### config.mk
export PLATFORM = sky130hd
export DESIGN_NAME = qpht_ctrl
export DESIGN_NICKNAME = d
export VERILOG_FILES = /design/src/design/quadratic_probe_hash_table_unit_macros.svh /design/src/design/qpht_pkg.sv /design/src/design/qpht_ctrl.sv
export SDC_FILE = /design/constraint.sdc
export NUM_CORES = 1
export LEC_CHECK = 0
export ABC_AREA = 1
export BUFFER_PORTS_ARGS = -buffer_cell sky130_fd_sc_hd__buf_2
export CAP_MARGIN = 20
export CORE_AREA = 3 3 40 42
export DETAILED_ROUTE_END_ITERATION = 12
export DIE_AREA = 0 0 43 45
export HOLD_SLACK_MARGIN = 0.15
export PLACE_DENSITY_LB_ADDON = 0.15
export SKIP_CTS_REPAIR_TIMING = 1
export SLEW_MARGIN = 0
export SYNTH_ARGS = -nofsm -noshare
export SYNTH_HDL_FRONTEND = slang
export SYNTH_SLANG_ARGS = --single-unit
### constraint.sdc
create_clock -name clk -period 3.6 [get_ports clk]
set_input_delay 0.18 -clock clk [delete_from_list [all_inputs] [get_ports clk]]
set_output_delay 0.18 -clock clk [all_outputs]
set_load 0.02 [all_outputs]
### src/design/quadratic_probe_hash_table_unit_macros.svh
// assertion macros for the quadratic probe hash table unit
// no dependencies; included by the top level
`ifndef QUADRATIC_PROBE_HASH_TABLE_UNIT_MACROS_SVH
`define QUADRATIC_PROBE_HASH_TABLE_UNIT_MACROS_SVH
`ifndef SYNTHESIS
`define QPHT_ASSERT_IMP(label, clk, rst_n, ante, cons) \
	label: assert property (@(posedge clk) disable iff (!rst_n) (ante) |-> (cons)) \
		else $error("assertion failed");
`define QPHT_ASSERT_NXT(label, clk, rst_n, ante, cons) \
	label: assert property (@(posedge clk) disable iff (!rst_n) (ante) |=> (cons)) \
		else $error("assertion failed");
`else
`define QPHT_ASSERT_IMP(label, clk, rst_n, ante, cons)
`define QPHT_ASSERT_NXT(label, clk, rst_n, ante, cons)
`endif
`endif

### src/design/qpht_pkg.sv
// shared constants, command codes and controller/datapath structs
// no dependencies
package qpht_pkg;
	localparam int TABLE_DEPTH = 1024;
	localparam int ADDR_BITS   = 10;
	localparam int SIZE_BITS   = 11;
	localparam int PADDR_BITS  = 3;
	localparam int PDATA_BITS  = 32;
	localparam logic [SIZE_BITS-1:0] SIZE_RESET = 11'd1021;

	localparam logic [1:0] CMD_FIND     = 2'd0;
	localparam logic [1:0] CMD_INSERT   = 2'd1;
	localparam logic [1:0] CMD_RETRIEVE = 2'd2;
	localparam logic [1:0] CMD_NOP      = 2'd3;

	localparam logic REG_SLOT_COUNT = 1'b0;

	typedef struct packed {
		logic clr_wr;
		logic load_in;
		logic div_step;
		logic rd_home;
		logic rd_next;
		logic rd_retr;
		logic ins_wr;
		logic res_load;
	} ctrl_cmd_t;

	typedef struct packed {
		logic       clr_last;
		logic       div_last;
		logic [1:0] cmd;
		logic       occ;
		logic       match;
		logic       at_limit;
		logic       out_free;
	} ctrl_stat_t;
endpackage

### src/design/qpht_ctrl.sv
// controller state machine: clearing pass, division, probe walk and result hand-off
// depends on qpht_pkg
module qpht_ctrl (
	input  logic                  clk,
	input  logic                  arst_n,
	input  logic                  accept,
	output logic                  in_ready,
	input  qpht_pkg::ctrl_stat_t  stat,
	output qpht_pkg::ctrl_cmd_t   cmd
);
	localparam logic [2:0] ST_CLEAR = 3'd0;
	localparam logic [2:0] ST_IDLE  = 3'd1;
	localparam logic [2:0] ST_DISP  = 3'd2;
	localparam logic [2:0] ST_DIV   = 3'd3;
	localparam logic [2:0] ST_HOME  = 3'd4;
	localparam logic [2:0] ST_CHECK = 3'd5;
	localparam logic [2:0] ST_RWAIT = 3'd6;
	localparam logic [2:0] ST_FIN   = 3'd7;

	logic [2:0] state_q;
	logic [2:0] state_d;
	logic       done;

	assign done = ~stat.occ | stat.match | stat.at_limit;

	always_comb begin
		state_d  = state_q;
		cmd      = '0;
		in_ready = 1'b0;
		case (state_q)
			ST_CLEAR: begin
				cmd.clr_wr = 1'b1;
				if (stat.clr_last) begin
					state_d = ST_IDLE;
				end
			end
			ST_IDLE: begin
				in_ready    = 1'b1;
				cmd.load_in = accept;
				if (accept) begin
					state_d = ST_DISP;
				end
			end
			ST_DISP: begin
				case (stat.cmd)
					qpht_pkg::CMD_FIND, qpht_pkg::CMD_INSERT: state_d = ST_DIV;
					qpht_pkg::CMD_RETRIEVE: begin
						cmd.rd_retr = 1'b1;
						state_d     = ST_RWAIT;
					end
					default: state_d = ST_FIN;
				endcase
			end
			ST_DIV: begin
				cmd.div_step = 1'b1;
				if (stat.div_last) begin
					state_d = ST_HOME;
				end
			end
			ST_HOME: begin
				cmd.rd_home = 1'b1;
				state_d     = ST_CHECK;
			end
			ST_CHECK: begin
				if (!done) begin
					cmd.rd_next = 1'b1;
				end else if (stat.out_free) begin
					cmd.res_load = 1'b1;
					cmd.ins_wr   = (stat.cmd == qpht_pkg::CMD_INSERT) & ~stat.occ;
					state_d      = ST_IDLE;
				end
			end
			ST_RWAIT, ST_FIN: begin
				if (stat.out_free) begin
					cmd.res_load = 1'b1;
					state_d      = ST_IDLE;
				end
			end
			default: state_d = ST_IDLE;
		endcase
	end

	always_ff @(posedge clk or negedge arst_n) begin
		if (!arst_n) begin
			state_q <= ST_CLEAR;
		end else begin
			state_q <= state_d;
		end
	end
endmodule
==> results of run 1 <==
## worst min-delay path by stage
stage          startpoint    endpoint  slack [ns]  depth (start not counted)
2_1_floorplan      arst_n  state_q[0]       -0.12                          0
3_3_place_gp       arst_n  state_q[0]       -0.02                          1
3_5_place_dp       arst_n  state_q[0]       -0.02                          1
4_1_cts            arst_n  state_q[2]       -0.27                          1
5_1_grt            arst_n  state_q[2]        0.29                          2
6_report           arst_n  state_q[2]        0.27                          2
## layer usage
| layer | track usage, % | share of wire [%] | wire length, microns | vias to the layer above |
|---|---|---|---|---|
| met2 | 13.5 | 46 | 347 | 9 |
| met1 | 13.8 | 49 | 375 | 168 |
| met4 | 1.81 | 0 | 0 | 0 |
| met5 | 0 | 0 | 0 | - |
| met3 | 2.39 | 5.2 | 40 | 0 |
| li1 | - | - | - | 223 |
## power groups by stage
stage,combinational [uW],sequential (uW),clock (uW)
finish,222,84.6,56.8
global route,253,89.8,61.4
CTS,224,84.5,59.7
detailed placement,223,84.6,0
global placement,229,84.9,0
floorplan,191,70.6,0
## cell usage in the layout (no fill, tap or decap)
master         count
inv_1              7
nand4_1            3
clkbuf_4           3
clkbuf_1           1
nor3_2             1
nor2_1             8
inv_2              5
buf_2             19
nor2_4             1
nor2_2             3
nor3_1             1
nand2_4            1
o21ai_0            1
dlygate4sd3_1      1
nand3_1            4
dfrtp_1            3
nand2_2            1
nand3_2            2
nand3_4            1
nand2_1           13
o21ai_1            1
## area by class of cell
cell class / instances / area, sq um
clock buffer: 4 / 26.3
inverter: 12 / 45.0
sequential: 3 / 75.1
timing repair buffer: 20 / 105
fill: 149 / 787
multi-input combinational: 41 / 228
tap: 15 / 18.8
## kinds of logic after synthesis
family	share of synthesized area, %
AO/OA/AOI/OAI	2.78
buffers and inverters	15.7
AND/OR/NAND/NOR	60.6
flip-flops	20.9
## through the flow
step / hold WS (ns) / cells
finish: 0.273 / 95
global route: 0.289 / 95
CTS: -0.270 / 94
detailed placement: -0.0247 / 90
global placement: -0.0224 / 90
floorplan: -0.116 / 57
==> impl_metrics.env, run 1 <==
export IMPL_synth_cell_types=18
export IMPL_largest_reg_flops=3
export IMPL_p_leak_uw=0.000302
export IMPL_hold_viol=0
export IMPL_yosysMostFrequentCell="nand2_1"
export IMPL_syn_area_per_cell_sq_um=6.30
export IMPL_seq_area_frac_synth_pct=20.9
export IMPL_combPwrFrac_pct=61.1
export IMPL_regMostFlops="state_q"
export IMPL_crit_buf_inv=2
export IMPL_ir_drop_uv=262
export IMPL_reg2reg_from="state_q[0]"
export IMPL_first_global_vias=351
export IMPL_synth_nets=68
export IMPL_tightest_slew_ns=0.276
export IMPL_cts_root_buf="clkbuf_4"
export IMPL_clock_sinks=3
export IMPL_ys_warn_count=0
export IMPL_timing_fmax_ghz=0.698
export IMPL_critPathCaptureType="output port"
export IMPL_synth_area_sq_um=359
export IMPL_fin_tns_setup_ns=0
export IMPL_pwr_share_seq_pct=23.3
export IMPL_critical_path_class="flip-flop to output port"
export IMPL_drt_wirelength_per_cell_microns=8.02
export IMPL_drtIter0Drc=9
export IMPL_core_area_sq_mm=0.00128
export IMPL_slew_violations=0
export IMPL_ff2ff_path_depth=6
export IMPL_p_clk_share_pct=15.6
export IMPL_synthTopCellsByCount="nand2_1, nor2_1, inv_1"
export IMPL_powerDensity_mw_per_mm2=730
export IMPL_crit_required_ns=3.42
export IMPL_path_cells="nor2_1 -> nand2_1 -> inv_1 -> buf_2"
export IMPL_reg_top3="state_q x3"
export IMPL_antenna_found_initial=0
export IMPL_routed_via_density=4.21
export IMPL_total_power_uw=364
export IMPL_die_area_sq_mm=0.00194
export IMPL_hold_class="primary input to asynchronous set/reset pin"
export IMPL_dr_total_vias=400
export IMPL_die_y_microns=45
export IMPL_setup_ws_ns=2.17
export IMPL_cts_tree="yes"
export IMPL_core_rowCount=13
export IMPL_post_place_ws_ns=2.34
export IMPL_placed_area_sq_um=462
export IMPL_ys_ff_latch=3
export IMPL_grt_total_usage_pct=9.25
export IMPL_finalInstanceArea_sq_um=498
export IMPL_ys_async_sr_fraction_pct=100
export IMPL_maxCapViolCount=0
export IMPL_path_delay_family="flip-flops"
export IMPL_path_depth=4
export IMPL_synth_edf_count=0
export IMPL_final_min_period_over_clock_period_pct=39.8
export IMPL_p_switching_uw=192
export IMPL_synthFlopType="dfrtp_1"
export IMPL_status="finished clean"
export IMPL_drive_gt1_share_pct=46.3
export IMPL_swShare_pct=52.7
export IMPL_gp_congestion=0.786
export IMPL_worstSkewPairLatency_ns=0.23
export IMPL_start_util_pct=27.9
export IMPL_grt_overflow_total=0
export IMPL_r2r_slack_ns=2.33
export IMPL_fin_skew_ns=0.00286
export IMPL_ant_nets=0
export IMPL_slew_headroom_pct=81.6
export IMPL_crit_slowest_cell="dfrtp_1"
export IMPL_fin_crit_ns=1.43
export IMPL_dp_hpwl_microns=655
export IMPL_startpoint="state_q[0]"
export IMPL_setup_violations=0
export IMPL_grt_pass1_wl_mm=1.43
export IMPL_cp_start_kind="flip-flop"
export IMPL_crit_end="cmd[4]"
export IMPL_r2r_end="state_q[0]"
export IMPL_grt_max_degree=9
export IMPL_crit_path_max_fanout=7
export IMPL_htreeDepth=1
export IMPL_rsz0062_at_grt="false"
export IMPL_utilization_pct=38.8
export IMPL_synthTopCellsByArea="dfrtp_1, nand2_1, nor2_1"
export IMPL_drt_pre_antenna_iters=4
export IMPL_totalWireLength_microns=762
export IMPL_ctsLongestPathBuffers=2
export IMPL_path_clk_slew_ns=0.04
export IMPL_die_x_microns=43
export IMPL_intPower_uw=172
export IMPL_ioPinCount=20
export IMPL_yosys_area_top_type="dfrtp_1"
export IMPL_port_buffers=19
export IMPL_cts_buffers_inserted=3
export IMPL_antennaDiodeCount=0
export IMPL_layout_nets=92
export IMPL_yosys_area_top_type_share_pct=20.9
export IMPL_cpPeakStageDelay_ns=0.46
export IMPL_drc=0
export IMPL_critPathArrivalTime_ns=1.25
export IMPL_netlist_instances=57
export IMPL_syn2layout_area_growth_pct=38.7
No activity file was read; power rests on OpenSTA's default activity.
==> inputs of run 2 (changes only) <==
--- a/config.mk
+++ b/config.mk
@@ -5,7 +5,7 @@
 export SDC_FILE = /design/constraint.sdc
 export NUM_CORES = 1
 export LEC_CHECK = 0
-export ABC_AREA = 1
+export ABC_AREA = 0
 export BUFFER_PORTS_ARGS = -buffer_cell sky130_fd_sc_hd__buf_2
 export CAP_MARGIN = 20
 export CORE_AREA = 3 3 40 42
==> constraint.sdc (replaced) <==
create_clock -name clk -period 1.3 [get_ports clk]
set_input_delay 0.065 -clock clk [delete_from_list [all_inputs] [get_ports clk]]
set_output_delay 0.065 -clock clk [all_outputs]
set_load 0.02 [all_outputs]
==> impl_metrics.env, run 2 <==
export IMPL_crit_required_ns=1.24
export IMPL_violations="negative setup slack"
export IMPL_crit_buf_inv=1
export IMPL_crit_slowest_cell="dfrtp_2"
export IMPL_cpPeakStageDelay_ns=0.46
export IMPL_antennaDiodeCount=0
export IMPL_slew_violations=0
export IMPL_grt_pass1_wl_mm=1.35
export IMPL_rsz0062_at_grt="true"
export IMPL_ys_async_sr_fraction_pct=100
export IMPL_start_util_pct=22.7
export IMPL_critical_path_class="flip-flop to output port"
export IMPL_cp_start_kind="flip-flop"
export IMPL_wl_met2_microns=500
export IMPL_regMostFlops="state_q"
export IMPL_htreeDepth=1
export IMPL_yosysMostFrequentCell="nor2_1"
export IMPL_largest_reg_flops=3
export IMPL_finalInstanceArea_sq_um=577
export IMPL_wl_met1_microns=388
export IMPL_dr_total_vias=388
export IMPL_powerDensity_mw_per_mm2=2000
export IMPL_die_y_microns=45
export IMPL_critPathArrivalTime_ns=1.25
export IMPL_dr_max_layer_used="met4"
export IMPL_routed_via_density=4.67
export IMPL_die_area_sq_mm=0.00194
export IMPL_ys_ff_latch=3
export IMPL_core_rowCount=13
export IMPL_cts_tree="yes"
export IMPL_gp_congestion=0.669
export IMPL_ant_nets=0
export IMPL_post_place_cells=69
export IMPL_p_leak_uw=0.000268
export IMPL_synth_cell_types=22
export IMPL_grt_total_usage_pct=9.59
export IMPL_drive_gt1_share_pct=64.7
export IMPL_grt_overflow_total=0
export IMPL_ys_warn_count=0
export IMPL_port_buffers=19
export IMPL_drtIter0Drc=0
export IMPL_core_area_sq_mm=0.00128
export IMPL_drt_wirelength_per_cell_microns=11.7
export IMPL_clock_sinks=3
export IMPL_first_global_vias=339
export IMPL_path_cells="nor4b_2 -> nor3_2 -> buf_2"
export IMPL_fin_crit_ns=1.31
export IMPL_timing_fmax_ghz=0.762
export IMPL_dp_hpwl_microns=633
export IMPL_seq_area_frac_synth_pct=25.8
export IMPL_final_min_period_over_clock_period_pct=101
export IMPL_setup_violations=1
export IMPL_final_common_cell="buf_2"
export IMPL_grt_max_degree=11
export IMPL_status="complete, but fails checks"
export IMPL_fin_cells=83
export IMPL_syn2layout_area_growth_pct=97.9
export IMPL_synth_nets=47
export IMPL_post_place_ws_ns=0.0593
export IMPL_r2r_slack_ns=0.02
export IMPL_cts_buffers_inserted=3
export IMPL_hold_viol=0
export IMPL_die_x_microns=43
export IMPL_fin_tns_setup_ns=-0.0117
export IMPL_fin_skew_ns=0.00264
export IMPL_drc=0
export IMPL_ctsLongestPathBuffers=2
export IMPL_yosys_area_top_type="dfrtp_1"
export IMPL_synthFlopType="dfrtp_1"
export IMPL_synth_area_sq_um=292
export IMPL_totalWireLength_microns=967
export IMPL_tightest_slew_ns=0.236
export IMPL_yosys_area_top_type_share_pct=25.8
export IMPL_antenna_found_initial=0
export IMPL_layout_common_cells="buf_2, buf_4, nor2_1"
export IMPL_layout_nets=80
export IMPL_path_clk_slew_ns=0.04
export IMPL_crit_path_max_fanout=6
export IMPL_critPathCaptureType="output port"
export IMPL_setup_ws_ns=-0.0117
export IMPL_slew_headroom_pct=84.2
export IMPL_netlist_instances=36
export IMPL_ir_drop_uv=762
export IMPL_worstSkewPairLatency_ns=0.23
export IMPL_synthTopCellsByArea="dfrtp_1, nor2_1, a21oi_1"
export IMPL_maxCapViolCount=0
export IMPL_reg_top3="state_q x3"
export IMPL_hold_class="primary input to flip-flop"
export IMPL_placed_area_sq_um=414
export IMPL_synthTopCellsByCount="nor2_1, a21oi_1, dfrtp_1, nand2_1, nor3_1"
export IMPL_synth_edf_count=0
export IMPL_fillCellCount=136
export IMPL_syn_area_per_cell_sq_um=8.10
export IMPL_path_delay_family="flip-flops"
export IMPL_drt_pre_antenna_iters=1
export IMPL_cts_root_buf="clkbuf_4"
export IMPL_ioPinCount=20
export IMPL_utilization_pct=44.9
export IMPL_wl_met3_microns=61
==> run 2: changes by cell type after synthesis, moves of 2 or more <==
| cell | before | now |
|---|---|---|
| nor2_1 | 8 | 5 |
| inv_1 | 7 | 0 |
| nand4_1 | 3 | 0 |
| nand2b_1 | 0 | 2 |
| nand3_1 | 4 | 0 |
| nor3_1 | 1 | 3 |
| nand3_2 | 2 | 0 |
| and2_1 | 0 | 2 |
| a21oi_1 | 0 | 3 |
| nand2_1 | 13 | 3 |
| nor2_2 | 3 | 0 |
| inv_2 | 5 | 0 |
==> run 2: final timing paths <==
kind,endpoint,start,cells past startpoint
max,cmd[0],state_q[1],3
min,state_q[0],accept,4
min reg2reg,state_q[2],state_q[2],2
min in group asynchronous,state_q[0],arst_n,3
max reg2reg,state_q[0],state_q[1],4
max in group asynchronous,state_q[1],arst_n,3
==> run 2: cell type report <==
type | instances | area, sq um | area share, %
Clock buffer | 4 | 26.3 | 4.56
Multi-Input combinational cell | 30 | 236 | 41.0
Sequential cell | 3 | 78.8 | 13.7
Tap cell | 15 | 18.8 | 3.25
Timing Repair Buffer | 31 | 216 | 37.5
==> run 2: cells by family after synthesis <==
group	share of synthesized area (%)
compound gates	9.44
buf+inv	8.15
simple gates	49.4
mux	7.30
flops	25.8
==> run 2: metal layers <==
metal	global-route usage, %	vias up
met5	0	-
met3	2.79	2
li1	-	192
met4	9.04	0
met1	10.2	180
met2	15.3	14
==> run 2: tightest hold or removal path, stage by stage <==
cell	delay, ns
buf_2	0.09
mux2i_1	0.06
nor2_1	0.09
a211oi_1	0.07
==> run 2: where the power goes <==
group | internal (uW) | total, uW | switching (uW)
Clock | 115 | 166 | 50.9
Sequential | 145 | 253 | 109
Combinational | 402 | 733 | 331
==> run 2: per-stage QoR <==
stage | hold WS, ns | total power [uW]
after global routing | 0.212 | 1240
after floorplan | -0.231 | 619
after global placement | -0.137 | 756
final | 0.178 | 1150
after CTS | -0.392 | 930
after detailed placement | -0.140 | 754
==> inputs of run 3 (changes only) <==
--- a/config.mk
+++ b/config.mk
@@ -5,7 +5,7 @@
 export SDC_FILE = /design/constraint.sdc
 export NUM_CORES = 1
 export LEC_CHECK = 0
-export ABC_AREA = 0
+export ABC_AREA = 1
 export BUFFER_PORTS_ARGS = -buffer_cell sky130_fd_sc_hd__buf_2
 export CAP_MARGIN = 20
 export CORE_AREA = 3 3 40 42
==> impl_metrics.env, run 3 (synthesis results as in run 1) <==
export IMPL_hold_class="primary input to asynchronous set/reset pin"
export IMPL_path_cells="inv_2 -> nand3_1 -> nor2_1 -> buf_2"
export IMPL_setup_ws_ns=0.0640
export IMPL_cp_start_kind="flip-flop"
export IMPL_total_power_uw=1100
export IMPL_largest_reg_flops=3
export IMPL_status="finished clean"
export IMPL_met3_usage_pct=3.98
export IMPL_post_place_cells=91
export IMPL_r2r_end="state_q[1]"
export IMPL_die_x_microns=43
export IMPL_crit_required_ns=1.24
export IMPL_antennaDiodeCount=0
export IMPL_crit_path_max_fanout=7
export IMPL_htreeDepth=1
export IMPL_start_util_pct=27.9
export IMPL_path_clk_slew_ns=0.04
export IMPL_clock_sinks=3
export IMPL_dr_total_vias=417
export IMPL_layout_common_cells="buf_2, nand2_1, inv_1, nor2_1, inv_2"
export IMPL_grt_overflow_total=0
export IMPL_finalInstanceArea_sq_um=529
export IMPL_cpPeakStageDelay_ns=0.47
export IMPL_routed_via_density=4.30
export IMPL_crit_end="cmd[2]"
export IMPL_gp_congestion=0.719
export IMPL_setup_violations=0
export IMPL_core_rowCount=13
export IMPL_fillCellCount=149
export IMPL_cts_root_buf="clkbuf_4"
export IMPL_cts_buffers_inserted=3
export IMPL_fin_skew_ns=0.00584
export IMPL_r2r_slack_ns=0.13
export IMPL_use_met1_pct=12.3
export IMPL_critPathArrivalTime_ns=1.17
export IMPL_dp_hpwl_microns=697
export IMPL_gr_usage_met2_pct=15.3
export IMPL_ioPinCount=20
export IMPL_first_global_vias=362
export IMPL_drive_gt1_share_pct=52.4
export IMPL_ctsLongestPathBuffers=2
export IMPL_rsz0062_at_grt="true"
export IMPL_final_min_period_over_clock_period_pct=95.1
export IMPL_die_area_sq_mm=0.00194
export IMPL_core_area_sq_mm=0.00128
export IMPL_p_leak_uw=0.000309
export IMPL_worstSkewPairLatency_ns=0.24
export IMPL_final_common_cell="buf_2"
export IMPL_port_buffers=19
export IMPL_critPathCaptureType="output port"
export IMPL_cts_tree="yes"
export IMPL_timing_fmax_ghz=0.809
export IMPL_ir_drop_uv=711
export IMPL_drt_pre_antenna_iters=4
export IMPL_regMostFlops="state_q"
export IMPL_hold_viol=0
export IMPL_startpoint="state_q[2]"
export IMPL_critical_path_class="flip-flop to output port"
export IMPL_post_place_ws_ns=0.0618
export IMPL_slew_headroom_pct=87.3
export IMPL_reg_top3="state_q x3"
export IMPL_drtIter0Drc=2
export IMPL_placed_area_sq_um=469
export IMPL_maxCapViolCount=0
export IMPL_totalWireLength_microns=860
export IMPL_holdWs_ns=0.148
export IMPL_syn2layout_area_growth_pct=47.4
export IMPL_antenna_found_initial=0
export IMPL_reg2reg_from="state_q[0]"
export IMPL_fin_crit_ns=1.24
export IMPL_grt_pass1_wl_mm=1.45
export IMPL_grt_busiest_layer="met2"
export IMPL_powerDensity_mw_per_mm2=2090
export IMPL_ant_nets=0
export IMPL_grt_max_degree=8
export IMPL_layout_nets=94
export IMPL_drt_wirelength_per_cell_microns=8.87
export IMPL_crit_slowest_cell="dfrtp_2"
export IMPL_fin_cells=97
export IMPL_ff2ff_path_depth=6
export IMPL_die_y_microns=45
export IMPL_tightest_slew_ns=0.190
export IMPL_drc=0
export IMPL_grt_total_usage_pct=9.83
export IMPL_slew_violations=0
run 3: final cells by class:
cell class                      instances  area (sq um)  share of cell area [%]
Clock buffer                            4          26.3                    4.96
Inverter                               12          45.0                    8.51
Multi-Input combinational cell         41           235                    44.4
Sequential cell                         3          78.8                    14.9
Tap cell                               15          18.8                    3.55
Timing Repair Buffer                   22           125                    23.6
run 3: critical path: cells and delay by family, from the launching register on:
kind                   cells  cell delay (ns)
DFF                        1             0.47
buffers and inverters      2             0.27
and+or+nand+nor            2             0.19
run 3: worst min path at each step:
stage / startpoint / end / depth (start not counted)
CTS: arst_n / state_q[0] / 1
detailed placement: arst_n / state_q[1] / 1
global route: arst_n / state_q[2] / 2
floorplan: arst_n / state_q[0] / 0
global placement: arst_n / state_q[2] / 1
finish: arst_n / state_q[0] / 2
run 3: per-stage QoR:
stage | utilization [%] | setup TNS (ns)
after global placement | 36.5 | 0
after floorplan | - | 0
after CTS | 38.6 | -0.0299
after global routing | 41.2 | -0.0442
final | 41.2 | 0
after detailed placement | 36.5 | 0
run 3: where the power goes:
part | internal, uW | switching (uW)
logic | 272 | 420
registers | 148 | 98.3
clock network | 115 | 50.1
run 3: per-layer routing:
| layer | part of all wire, % | vias to the layer above |
|---|---|---|
| met4 | 0 | 0 |
| met2 | 44 | 9 |
| li1 | - | 229 |
| met1 | 50 | 179 |
| met5 | 0 | - |
| met3 | 5.2 | 0 |
